--- config.mk ---
export PLATFORM = sky130hd
export DESIGN_NAME = kth_largest_min_heap_top
export DESIGN_NICKNAME = d
export VERILOG_FILES = /design/src/hdl/kthl_pkg.sv /design/src/hdl/kthl_ctrl.sv /design/src/hdl/kthl_datapath.sv /design/src/hdl/kth_largest_min_heap_top.sv
export SDC_FILE = /design/constraint.sdc
export NUM_CORES = 2
export LEC_CHECK = 0
export BUFFER_PORTS_ARGS = -buffer_cell sky130_fd_sc_hd__buf_2
export CAP_MARGIN = 30
export CORE_ASPECT_RATIO = 0.5
export CORE_MARGIN = 2
export CORE_UTILIZATION = 51
export CTS_CLUSTER_DIAMETER = 80
export DETAILED_ROUTE_END_ITERATION = 8
export GPL_TIMING_DRIVEN = 0
export HOLD_SLACK_MARGIN = 0.15
export PLACE_DENSITY = 0.73
export SYNTH_ARGS = -nofsm -noshare
export SYNTH_HDL_FRONTEND = slang
export SYNTH_SLANG_ARGS = --single-unit
--- constraint.sdc ---
create_clock -name clock -period 8.13 [get_ports clock]
set_clock_uncertainty 0.05 [all_clocks]
set_input_delay 1.626 -clock clock [delete_from_list [all_inputs] [get_ports clock]]
set_output_delay 1.626 -clock clock [all_outputs]
set_load 0.01 [all_outputs]
--- src/hdl/kthl_pkg.sv ---
// Shared types and constants for the k-th largest selector.
`timescale 1ns / 1ps
package kthl_pkg;

   // Width of the rank register
   localparam int KSEL_W = 7;

   // Datapath operations issued by the controller
   typedef enum logic [3:0] {
      OP_NONE,
      OP_LOAD_INSERT,
      OP_LOAD_REPLACE,
      OP_LOAD_SKIP,
      OP_READ_PARENT,
      OP_MOVE_UP,
      OP_READ_CHILD,
      OP_MOVE_DOWN,
      OP_PLACE
   } dp_op_type;

   // Controller states
   typedef enum logic [2:0] {
      ST_IDLE,
      ST_UP_ADDR,
      ST_UP_CMP,
      ST_DN_ADDR,
      ST_DN_CMP,
      ST_FINISH
   } state_type;

   // Controller to datapath
   typedef struct packed {
      dp_op_type op;
      logic      emit;   // load result register and close the stream
   } cmd_type;

   // Datapath to controller
   typedef struct packed {
      logic full;      // heap holds k entries
      logic replace;   // incoming value beats the root
      logic pos_zero;  // hole is at the root
      logic up_stop;   // parent is not above the held value
      logic dn_leaf;   // hole has no child inside the heap
      logic dn_stop;   // held value is not above the smaller child
      logic last;      // item in work ends the stream
   } status_type;

endpackage

--- src/hdl/kthl_ctrl.sv ---
// Controller state machine for the k-th largest selector.
`timescale 1ns / 1ps
module kthl_ctrl (
   input  logic                 clock,
   input  logic                 reset,
   input  logic                 req_valid,
   output logic                 req_ready,
   output logic                 rsp_valid,
   input  logic                 rsp_ready,
   input  kthl_pkg::status_type status,
   output kthl_pkg::cmd_type    cmd
);
   import kthl_pkg::*;

   state_type state_ff, state_in;
   logic      rsp_valid_ff, rsp_valid_in;
   logic      out_free;

   assign out_free  = !rsp_valid_ff || rsp_ready;
   assign req_ready = (state_ff == ST_IDLE);
   assign rsp_valid = rsp_valid_ff;

   // State and result-valid registers
   always_ff @(posedge clock) begin
      if (reset) begin
         state_ff     <= ST_IDLE;
         rsp_valid_ff <= 1'b0;
      end else begin
         state_ff     <= state_in;
         rsp_valid_ff <= rsp_valid_in;
      end
   end

   // Next state and commands
   always_comb begin
      state_in     = state_ff;
      cmd.op       = OP_NONE;
      cmd.emit     = 1'b0;
      rsp_valid_in = rsp_valid_ff && !rsp_ready;
      case (state_ff)
         ST_IDLE: begin
            if (req_valid) begin
               if (!status.full) begin
                  cmd.op   = OP_LOAD_INSERT;
                  state_in = ST_UP_ADDR;
               end else if (status.replace) begin
                  cmd.op   = OP_LOAD_REPLACE;
                  state_in = ST_DN_ADDR;
               end else begin
                  cmd.op   = OP_LOAD_SKIP;
                  state_in = ST_FINISH;
               end
            end
         end
         ST_UP_ADDR: begin
            if (status.pos_zero) begin
               cmd.op   = OP_PLACE;
               state_in = ST_FINISH;
            end else begin
               cmd.op   = OP_READ_PARENT;
               state_in = ST_UP_CMP;
            end
         end
         ST_UP_CMP: begin
            if (status.up_stop) begin
               cmd.op   = OP_PLACE;
               state_in = ST_FINISH;
            end else begin
               cmd.op   = OP_MOVE_UP;
               state_in = ST_UP_ADDR;
            end
         end
         ST_DN_ADDR: begin
            if (status.dn_leaf) begin
               cmd.op   = OP_PLACE;
               state_in = ST_FINISH;
            end else begin
               cmd.op   = OP_READ_CHILD;
               state_in = ST_DN_CMP;
            end
         end
         ST_DN_CMP: begin
            if (status.dn_stop) begin
               cmd.op   = OP_PLACE;
               state_in = ST_FINISH;
            end else begin
               cmd.op   = OP_MOVE_DOWN;
               state_in = ST_DN_ADDR;
            end
         end
         ST_FINISH: begin
            // the last item of a stream holds here while a previous result is still waiting
            if (!status.last) begin
               state_in = ST_IDLE;
            end else if (out_free) begin
               cmd.emit     = 1'b1;
               rsp_valid_in = 1'b1;
               state_in     = ST_IDLE;
            end
         end
         default: begin
            state_in = ST_IDLE;
         end
      endcase
   end

endmodule

--- src/hdl/kthl_datapath.sv ---
// Heap memory, hole registers, comparators and result register.
`timescale 1ns / 1ps
module kthl_datapath #(
   parameter int K_MAX       = 64,
   parameter int VALUE_WIDTH = 16
) (
   input  logic                        clock,
   input  logic                        reset,
   input  logic [VALUE_WIDTH-1:0]      req_sample_value,
   input  logic                        req_end_of_set,
   input  logic                        csr_write,
   input  logic [kthl_pkg::KSEL_W-1:0] csr_k_select,
   input  kthl_pkg::cmd_type           cmd,
   output kthl_pkg::status_type        status,
   output logic [VALUE_WIDTH-1:0]      rsp_kth_value,
   output logic                        rsp_too_few
);
   import kthl_pkg::*;

   localparam int CNT_W  = $clog2(K_MAX + 1);
   localparam int ADDR_W = (K_MAX > 1) ? $clog2(K_MAX) : 1;
   localparam int CW     = ADDR_W + 2;
   localparam int KW     = (CNT_W > KSEL_W) ? CNT_W : KSEL_W;

   logic [VALUE_WIDTH-1:0] heap_mem [K_MAX];

   logic [KSEL_W-1:0]      k_select_ff, k_select_in;
   logic [CNT_W-1:0]       fill_ff, fill_in;
   logic [ADDR_W-1:0]      pos_ff, pos_in;
   logic [VALUE_WIDTH-1:0] x_ff, x_in;
   logic                   last_ff, last_in;
   logic [VALUE_WIDTH-1:0] root_ff, root_in;
   logic [VALUE_WIDTH-1:0] rd_a_ff, rd_b_ff;
   logic [VALUE_WIDTH-1:0] rsp_value_ff, rsp_value_in;
   logic                   rsp_too_few_ff, rsp_too_few_in;

   logic [KW-1:0]          k_ext;
   logic [CNT_W-1:0]       k_use;
   logic [CW-1:0]          k_cw, child0, child1;
   logic [ADDR_W-1:0]      parent_addr, child_addr, min_addr, rd_a_addr;
   logic                   sel_b;
   logic [VALUE_WIDTH-1:0] min_val;
   logic                   mem_we;
   logic [ADDR_W-1:0]      waddr;
   logic [VALUE_WIDTH-1:0] wdata;

   // Rank in use: zero acts as one, large values saturate
   always_comb begin
      k_ext = KW'(k_select_ff);
      if (k_ext == '0) begin
         k_use = CNT_W'(1);
      end else if (k_ext > KW'(K_MAX)) begin
         k_use = CNT_W'(K_MAX);
      end else begin
         k_use = k_ext[CNT_W-1:0];
      end
   end

   // Heap addressing around the hole
   assign k_cw        = CW'(k_use);
   assign child0      = {1'b0, pos_ff, 1'b1};
   assign child1      = child0 + CW'(1);
   assign parent_addr = (pos_ff - ADDR_W'(1)) >> 1;
   assign child_addr  = child0[ADDR_W-1:0];

   // Smaller child; the right one wins only when strictly smaller
   assign sel_b    = (child1 < k_cw) && ($signed(rd_b_ff) < $signed(rd_a_ff));
   assign min_val  = sel_b ? rd_b_ff : rd_a_ff;
   assign min_addr = sel_b ? child1[ADDR_W-1:0] : child_addr;

   // Status toward the controller
   assign status.full     = (fill_ff >= k_use);
   assign status.replace  = ($signed(req_sample_value) > $signed(root_ff));
   assign status.pos_zero = (pos_ff == '0);
   assign status.up_stop  = ($signed(rd_a_ff) <= $signed(x_ff));
   assign status.dn_leaf  = (child0 >= k_cw);
   assign status.dn_stop  = ($signed(x_ff) <= $signed(min_val));
   assign status.last     = last_ff;

   // Memory write port
   always_comb begin
      mem_we = 1'b0;
      waddr  = pos_ff;
      wdata  = x_ff;
      case (cmd.op)
         OP_PLACE: begin
            mem_we = 1'b1;
         end
         OP_MOVE_UP: begin
            mem_we = 1'b1;
            wdata  = rd_a_ff;
         end
         OP_MOVE_DOWN: begin
            mem_we = 1'b1;
            wdata  = min_val;
         end
         default: begin
            mem_we = 1'b0;
         end
      endcase
   end

   assign rd_a_addr = (cmd.op == OP_READ_PARENT) ? parent_addr : child_addr;

   // Heap memory: one write, two registered reads
   always_ff @(posedge clock) begin
      if (mem_we) begin
         heap_mem[waddr] <= wdata;
      end
      if (cmd.op == OP_READ_PARENT || cmd.op == OP_READ_CHILD) begin
         rd_a_ff <= heap_mem[rd_a_addr];
      end
      if (cmd.op == OP_READ_CHILD) begin
         rd_b_ff <= heap_mem[child1[ADDR_W-1:0]];
      end
   end

   // Next values of the working registers
   always_comb begin
      k_select_in    = k_select_ff;
      fill_in        = fill_ff;
      pos_in         = pos_ff;
      x_in           = x_ff;
      last_in        = last_ff;
      root_in        = (mem_we && waddr == '0) ? wdata : root_ff;
      rsp_value_in   = rsp_value_ff;
      rsp_too_few_in = rsp_too_few_ff;
      case (cmd.op)
         OP_LOAD_INSERT: begin
            x_in    = req_sample_value;
            last_in = req_end_of_set;
            pos_in  = fill_ff[ADDR_W-1:0];
            fill_in = fill_ff + CNT_W'(1);
         end
         OP_LOAD_REPLACE: begin
            x_in    = req_sample_value;
            last_in = req_end_of_set;
            pos_in  = '0;
         end
         OP_LOAD_SKIP: begin
            last_in = req_end_of_set;
         end
         OP_MOVE_UP: begin
            pos_in = parent_addr;
         end
         OP_MOVE_DOWN: begin
            pos_in = min_addr;
         end
         default: begin
            pos_in = pos_ff;
         end
      endcase
      // Stream end: latch the answer and start a new stream
      if (cmd.emit) begin
         rsp_too_few_in = (fill_ff < k_use);
         rsp_value_in   = (fill_ff < k_use) ? '0 : root_ff;
         fill_in        = '0;
      end
      // A rank write abandons the current stream
      if (csr_write) begin
         k_select_in = csr_k_select;
         fill_in     = '0;
      end
   end

   // Control registers
   always_ff @(posedge clock) begin
      if (reset) begin
         k_select_ff <= KSEL_W'(1);
         fill_ff     <= '0;
      end else begin
         k_select_ff <= k_select_in;
         fill_ff     <= fill_in;
      end
   end

   // Payload registers
   always_ff @(posedge clock) begin
      pos_ff         <= pos_in;
      x_ff           <= x_in;
      last_ff        <= last_in;
      root_ff        <= root_in;
      rsp_value_ff   <= rsp_value_in;
      rsp_too_few_ff <= rsp_too_few_in;
   end

   assign rsp_kth_value = rsp_value_ff;
   assign rsp_too_few   = rsp_too_few_ff;

endmodule

--- src/hdl/kth_largest_min_heap_top.sv ---
// Top level of the streaming k-th largest selector.
//
//   channel  direction  handshake            payload
//   req      in         req_valid/req_ready  req_sample_value, req_end_of_set
//   rsp      out        rsp_valid/rsp_ready  rsp_kth_value, rsp_too_few
//   csr      in         csr_valid/csr_ready  csr_k_select
//
// One item at a time; a new item is taken only in the idle state. An item the heap
// keeps out goes straight to the final state; any other item moves through the heap
// one level per pass of the shared memory read/compare/write loop.
// The last item of a stream waits in its final state while the previous result
// is not yet taken.
// Synchronous reset sets the rank to 1 and empties the heap; no clearing pass.
`timescale 1ns / 1ps
module kth_largest_min_heap_top #(
   parameter int K_MAX       = 64,
   parameter int VALUE_WIDTH = 16
) (
   input  logic                        clock,
   input  logic                        reset,
   input  logic                        req_valid,
   output logic                        req_ready,
   input  logic [VALUE_WIDTH-1:0]      req_sample_value,
   input  logic                        req_end_of_set,
   output logic                        rsp_valid,
   input  logic                        rsp_ready,
   output logic [VALUE_WIDTH-1:0]      rsp_kth_value,
   output logic                        rsp_too_few,
   input  logic                        csr_valid,
   output logic                        csr_ready,
   input  logic [kthl_pkg::KSEL_W-1:0] csr_k_select
);
   import kthl_pkg::*;

   cmd_type    cmd;
   status_type status;

   // Rank writes are taken at any time
   assign csr_ready = 1'b1;

   kthl_ctrl u_ctrl (
      .clock     (clock),
      .reset     (reset),
      .req_valid (req_valid),
      .req_ready (req_ready),
      .rsp_valid (rsp_valid),
      .rsp_ready (rsp_ready),
      .status    (status),
      .cmd       (cmd)
   );

   kthl_datapath #(
      .K_MAX       (K_MAX),
      .VALUE_WIDTH (VALUE_WIDTH)
   ) u_datapath (
      .clock            (clock),
      .reset            (reset),
      .req_sample_value (req_sample_value),
      .req_end_of_set   (req_end_of_set),
      .csr_write        (csr_valid),
      .csr_k_select     (csr_k_select),
      .cmd              (cmd),
      .status           (status),
      .rsp_kth_value    (rsp_kth_value),
      .rsp_too_few      (rsp_too_few)
   );

endmodule
==> impl_metrics.csv <==
group,metric,value,unit
run_status,outcome,"complete, no violations",
synthesis,synth_top_cell_by_area,"sky130_fd_sc_hd__edfxtp_1",
sta,setup_repair_after_global_routing_missed_its_margin,"false",
pwr,seqPwrFrac,28.9,%
layout,layout.cell_area.non_filler,58600,um^2
pwr,power,0.0262,W
placed_design,dp_hpwl,133,mm
pwr,power.share.switching,46.1,%
pwr,share_clk_of_total_power,19.0,%
synthesis,synth_area_per_cell,13.3,um^2
grt,groute.usage.overall,36.3,%
layout,syn_to_final_growth,17.1,%
die,start_util,51.4,%
clocking,cts_hold_buffers,0,
pwr,cellInternalPower,0.0141,W
synthesis,async_reset_ff_share,0,%
clocking,cts.clk_slew.worst_paths,0.07,ns
grt,first_global_vias,34384,
die,die_height,226,um
sta,final_critical_delay_including_setup_and_external_delays,7.97,ns
worst_setup_path,critPathMaxFanout,32,
min_path,hp-class,"flip-flop to flip-flop",
worst_setup_path,nature_of_the_critical_path_endpoint,"flip-flop",
synthesis,synth-warning-count,0,
grt,grt_first_pass_wirelength,254,mm
clocking,clock-sinks,1130,
route,drt_first_iter_violations,8290,
clocking,tritoncts_clock_tree,"built",
pwr,combPwrFrac,52.1,%
pwr,static-leakage-power,20.2,nW
sta,post-route-period-util,98.0,%
die,boundaryPins,49,
die,fp.coreArea,97500,um^2
clocking,htreeDepth,3,
layout,nNetsFinal,4216,
synthesis,synthCells,3767,
synthesis,synth.distinct_cells,76,
pwr,worst_ir_drop_vdd,255,uV
route,routed_wire_length_per_instance,33.6,um
die,die_area,101000,um^2
clocking,cts-buffers-inserted,101,
synthesis,sequential_fraction_of_the_synthesis_area,67.4,%
clocking,insertion_delay,0.74,ns
route,drt_first_pass_iters,7,
sta,holdWs,0.491,ns
synthesis,mappedNetlistArea,50100,um^2
sta,worst_slew_pin_slew,1.38,ns
sta,setup_viol,0,
run,drv_cap,0,
route,ant_nets,0,
route,drc_errors,0,
placed_design,gp_congestion,1.08,
synthesis,synth.top_cells.by_count,"sky130_fd_sc_hd__edfxtp_1 (1112), sky130_fd_sc_hd__nand2_1 (966), sky130_fd_sc_hd__nand3_1 (335), sky130_fd_sc_hd__a21oi_1 (189), sky130_fd_sc_hd__mux4_2 (160)",
sta,fmax,126,MHz
synthesis,synthesis.nets,3881,
route,wl,185,mm
route,dr_total_vias,37640,
grt,antenna_violations_before_repair,19,
placed_design,portBuffers,46,
synthesis,yosysMostFrequentCell,"sky130_fd_sc_hd__edfxtp_1",
worst_setup_path,criticalPathCategory,"flip-flop to flip-flop",
synthesis,netlist.area_leader.share,66.7,%
worst_setup_path,critPathLaunchType,"flip-flop",
grt,global_route.overflow_total,0,
layout,drive_gt1_share,18.9,%
synthesis,synth_area_leaders,"sky130_fd_sc_hd__edfxtp_1 (67%), sky130_fd_sc_hd__nand2_1 (7.2%), sky130_fd_sc_hd__mux4_2 (7.2%), sky130_fd_sc_hd__nand3_1 (3.3%), sky130_fd_sc_hd__ha_1 (2.1%)",
pwr,power-per-cell-area,448,nW/um^2
synthesis,synth_seq_cells,1130,
die,fp.dieW,447,um
sta,timing_max_transition_violations_final,0,
placed_design,placed_cell_area,54800,um^2
synthesis,ys.flop_type,"sky130_fd_sc_hd__edfxtp_1",
grt,largest_net_degree_at_the_start_of_global_routing,41,
worst_setup_path,timing.critical_path.arrival,8.46,ns
sta,hold_viol_final,0,
route,vias_per_cell,6.82,
clocking,clock_buffer_depth,3,
die,std_cell_rows,81,
pwr,total_switching_power,0.0121,W
synthesis,synth-edff-count,1112,
clocking,clock-root-buffer,"sky130_fd_sc_hd__clkbuf_16",
worst_setup_path,timing.critical_path.required,8.62,ns
sta,slew-limit-headroom,8.06,%
## sequential cells by signal (all words and copies together) (netlist names), 6 cells and up
| register | cells |
|---|---|
| u_datapath.heap_mem | 1024 |
| u_datapath.rd_a_ff | 16 |
| u_datapath.rd_b_ff | 16 |
| u_datapath.root_ff | 16 |
| u_datapath.rsp_kth_value | 16 |
| u_datapath.x_ff | 16 |
| u_datapath.fill_ff | 7 |
| u_datapath.k_ext | 7 |
| u_datapath.pos_ff | 6 |
## worst max-delay path, cell delays in order, from the launching register on
cell and delay [ns]:
sky130_fd_sc_hd__edfxtp_1 0.43, sky130_fd_sc_hd__buf_2 0.38, sky130_fd_sc_hd__clkbuf_2 0.39, sky130_fd_sc_hd__nand3_1 0.24, sky130_fd_sc_hd__xnor2_4 0.33, sky130_fd_sc_hd__clkinv_1 0.29, sky130_fd_sc_hd__clkbuf_1 0.33, sky130_fd_sc_hd__ha_1 0.37
sky130_fd_sc_hd__o21ai_0 0.09, sky130_fd_sc_hd__nor2_1 0.06, sky130_fd_sc_hd__a21oi_1 0.19, sky130_fd_sc_hd__nand4b_1 0.14, sky130_fd_sc_hd__mux2i_2 0.39, sky130_fd_sc_hd__buf_2 0.44, sky130_fd_sc_hd__mux2i_2 0.41, sky130_fd_sc_hd__ha_1 0.33
sky130_fd_sc_hd__and4_1 0.23, sky130_fd_sc_hd__nand4_1 0.13, sky130_fd_sc_hd__a21oi_1 0.06, sky130_fd_sc_hd__nand4b_1 0.29, sky130_fd_sc_hd__mux2i_4 0.40, sky130_fd_sc_hd__nand2_2 0.33, sky130_fd_sc_hd__clkbuf_2 0.38, sky130_fd_sc_hd__buf_8 0.27
sky130_fd_sc_hd__o221ai_4 0.30, sky130_fd_sc_hd__buf_8 0.24, sky130_fd_sc_hd__buf_12 0.20
## cell families after synthesis
kind of cell,Yosys count,synth area share [%]
xor+xnor,17,0.312
fa+ha+maj,85,2.12
mux,200,8.04
compound gates,401,5.21
other cells,1,0.00749
buf+inv,309,2.74
flops,1130,67.4
simple gates,1624,14.2
## cell type report
| cell class | instances | area [um^2] |
|---|---|---|
| antenna | 7 | 17.5 |
| buffer | 244 | 1140 |
| clock buffer | 127 | 2670 |
| clock inverter | 60 | 692 |
| fill | 7298 | 38900 |
| inverter | 63 | 236 |
| multi-input combinational | 2330 | 15700 |
| sequential | 1130 | 33800 |
| tap | 1328 | 1660 |
| timing repair buffer | 232 | 2730 |
## per-layer routing
layer	track usage [%]	vias up	share of wire (%)
met5	1.88	-	0.21
met4	14.6	22	5.1
met3	18.4	643	20
met2	49.7	3788	40
met1	48.7	18307	35
li1	-	14880	-
## metrics by stage
step / utilization, % / instances / setup TNS [ns] / setup slack [ns]
2_1_floorplan: - / 3767 / 0 / 0.279
3_3_place_gp: 53.3 / 5141 / -5054.43 / -5.35
3_5_place_dp: 56.2 / 5295 / -1222.97 / -1.60
4_1_cts: 59.8 / 5491 / 0 / 0.0774
5_1_grt: 60.1 / 5515 / 0 / 0.0151
6_report: 60.1 / 5521 / 0 / 0.165
## power by group through the flow
| stage | clock (W) | sequential, W | combinational [W] |
|---|---|---|---|
| 2_1_floorplan | 0 | 0.00776 | 0.00606 |
| 3_3_place_gp | 0 | 0.00801 | 0.0111 |
| 3_5_place_dp | 0 | 0.00770 | 0.0122 |
| 4_1_cts | 0.00495 | 0.00758 | 0.0123 |
| 5_1_grt | 0.00517 | 0.00759 | 0.0136 |
| 6_report | 0.00500 | 0.00759 | 0.0137 |
## path summary, 6_finish.rpt
check	from	endpoint	slack (ns)	cells after the start
setup / recovery	u_datapath.pos_ff[3]	u_datapath.heap_mem[48][1]	0.16	26
hold / removal	u_datapath.fill_ff[3]	u_datapath.fill_ff[3]	0.49	2
setup reg to reg	u_datapath.pos_ff[3]	u_datapath.heap_mem[48][1]	0.16	26
hold reg to reg	u_datapath.fill_ff[3]	u_datapath.fill_ff[3]	0.49	2
## layout by cell type (no fill, tap or decap), types with 10 or more instances in the layout
cell | Yosys | routed
sky130_fd_sc_hd__buf_12 | 0 | 18
sky130_fd_sc_hd__o32a_1 | 10 | 10
sky130_fd_sc_hd__a21oi_1 | 189 | 189
sky130_fd_sc_hd__o21ai_0 | 33 | 32
sky130_fd_sc_hd__nand4_1 | 31 | 31
sky130_fd_sc_hd__nor2_1 | 90 | 68
sky130_fd_sc_hd__and3_1 | 48 | 48
sky130_fd_sc_hd__a31oi_1 | 22 | 22
sky130_fd_sc_hd__clkbuf_16 | 0 | 103
sky130_fd_sc_hd__buf_8 | 0 | 43
sky130_fd_sc_hd__clkbuf_1 | 109 | 125
sky130_fd_sc_hd__buf_4 | 23 | 59
sky130_fd_sc_hd__clkinv_2 | 0 | 18
sky130_fd_sc_hd__dfxtp_1 | 18 | 18
sky130_fd_sc_hd__xnor2_1 | 11 | 10
sky130_fd_sc_hd__clkinv_1 | 1 | 20
sky130_fd_sc_hd__nand3_1 | 335 | 335
sky130_fd_sc_hd__mux2i_1 | 35 | 27
sky130_fd_sc_hd__nor3_1 | 65 | 24
sky130_fd_sc_hd__edfxtp_1 | 1112 | 1112
sky130_fd_sc_hd__nor2_2 | 0 | 22
sky130_fd_sc_hd__o221ai_4 | 0 | 18
sky130_fd_sc_hd__nor3_2 | 0 | 41
sky130_fd_sc_hd__inv_1 | 62 | 62
sky130_fd_sc_hd__a311oi_1 | 26 | 26
sky130_fd_sc_hd__nor4_1 | 23 | 20
sky130_fd_sc_hd__nand2_1 | 966 | 965
sky130_fd_sc_hd__buf_6 | 1 | 57
sky130_fd_sc_hd__buf_16 | 0 | 18
sky130_fd_sc_hd__o311ai_1 | 12 | 12
sky130_fd_sc_hd__mux4_2 | 160 | 160
sky130_fd_sc_hd__buf_2 | 92 | 149
sky130_fd_sc_hd__buf_1 | 20 | 18
sky130_fd_sc_hd__ha_1 | 85 | 85
sky130_fd_sc_hd__o41ai_1 | 19 | 10
sky130_fd_sc_hd__bufinv_16 | 0 | 13
## repair_timing
action / 4_1_cts / 5_1_grt
pin swaps: 5 / 3
resized for setup: 15 / 15
setup buffers: 9 / 5
endpoints found under the setup margin: 1051 / 828
gates cloned: 1 / 1
(Power assumes the default switching activity.)
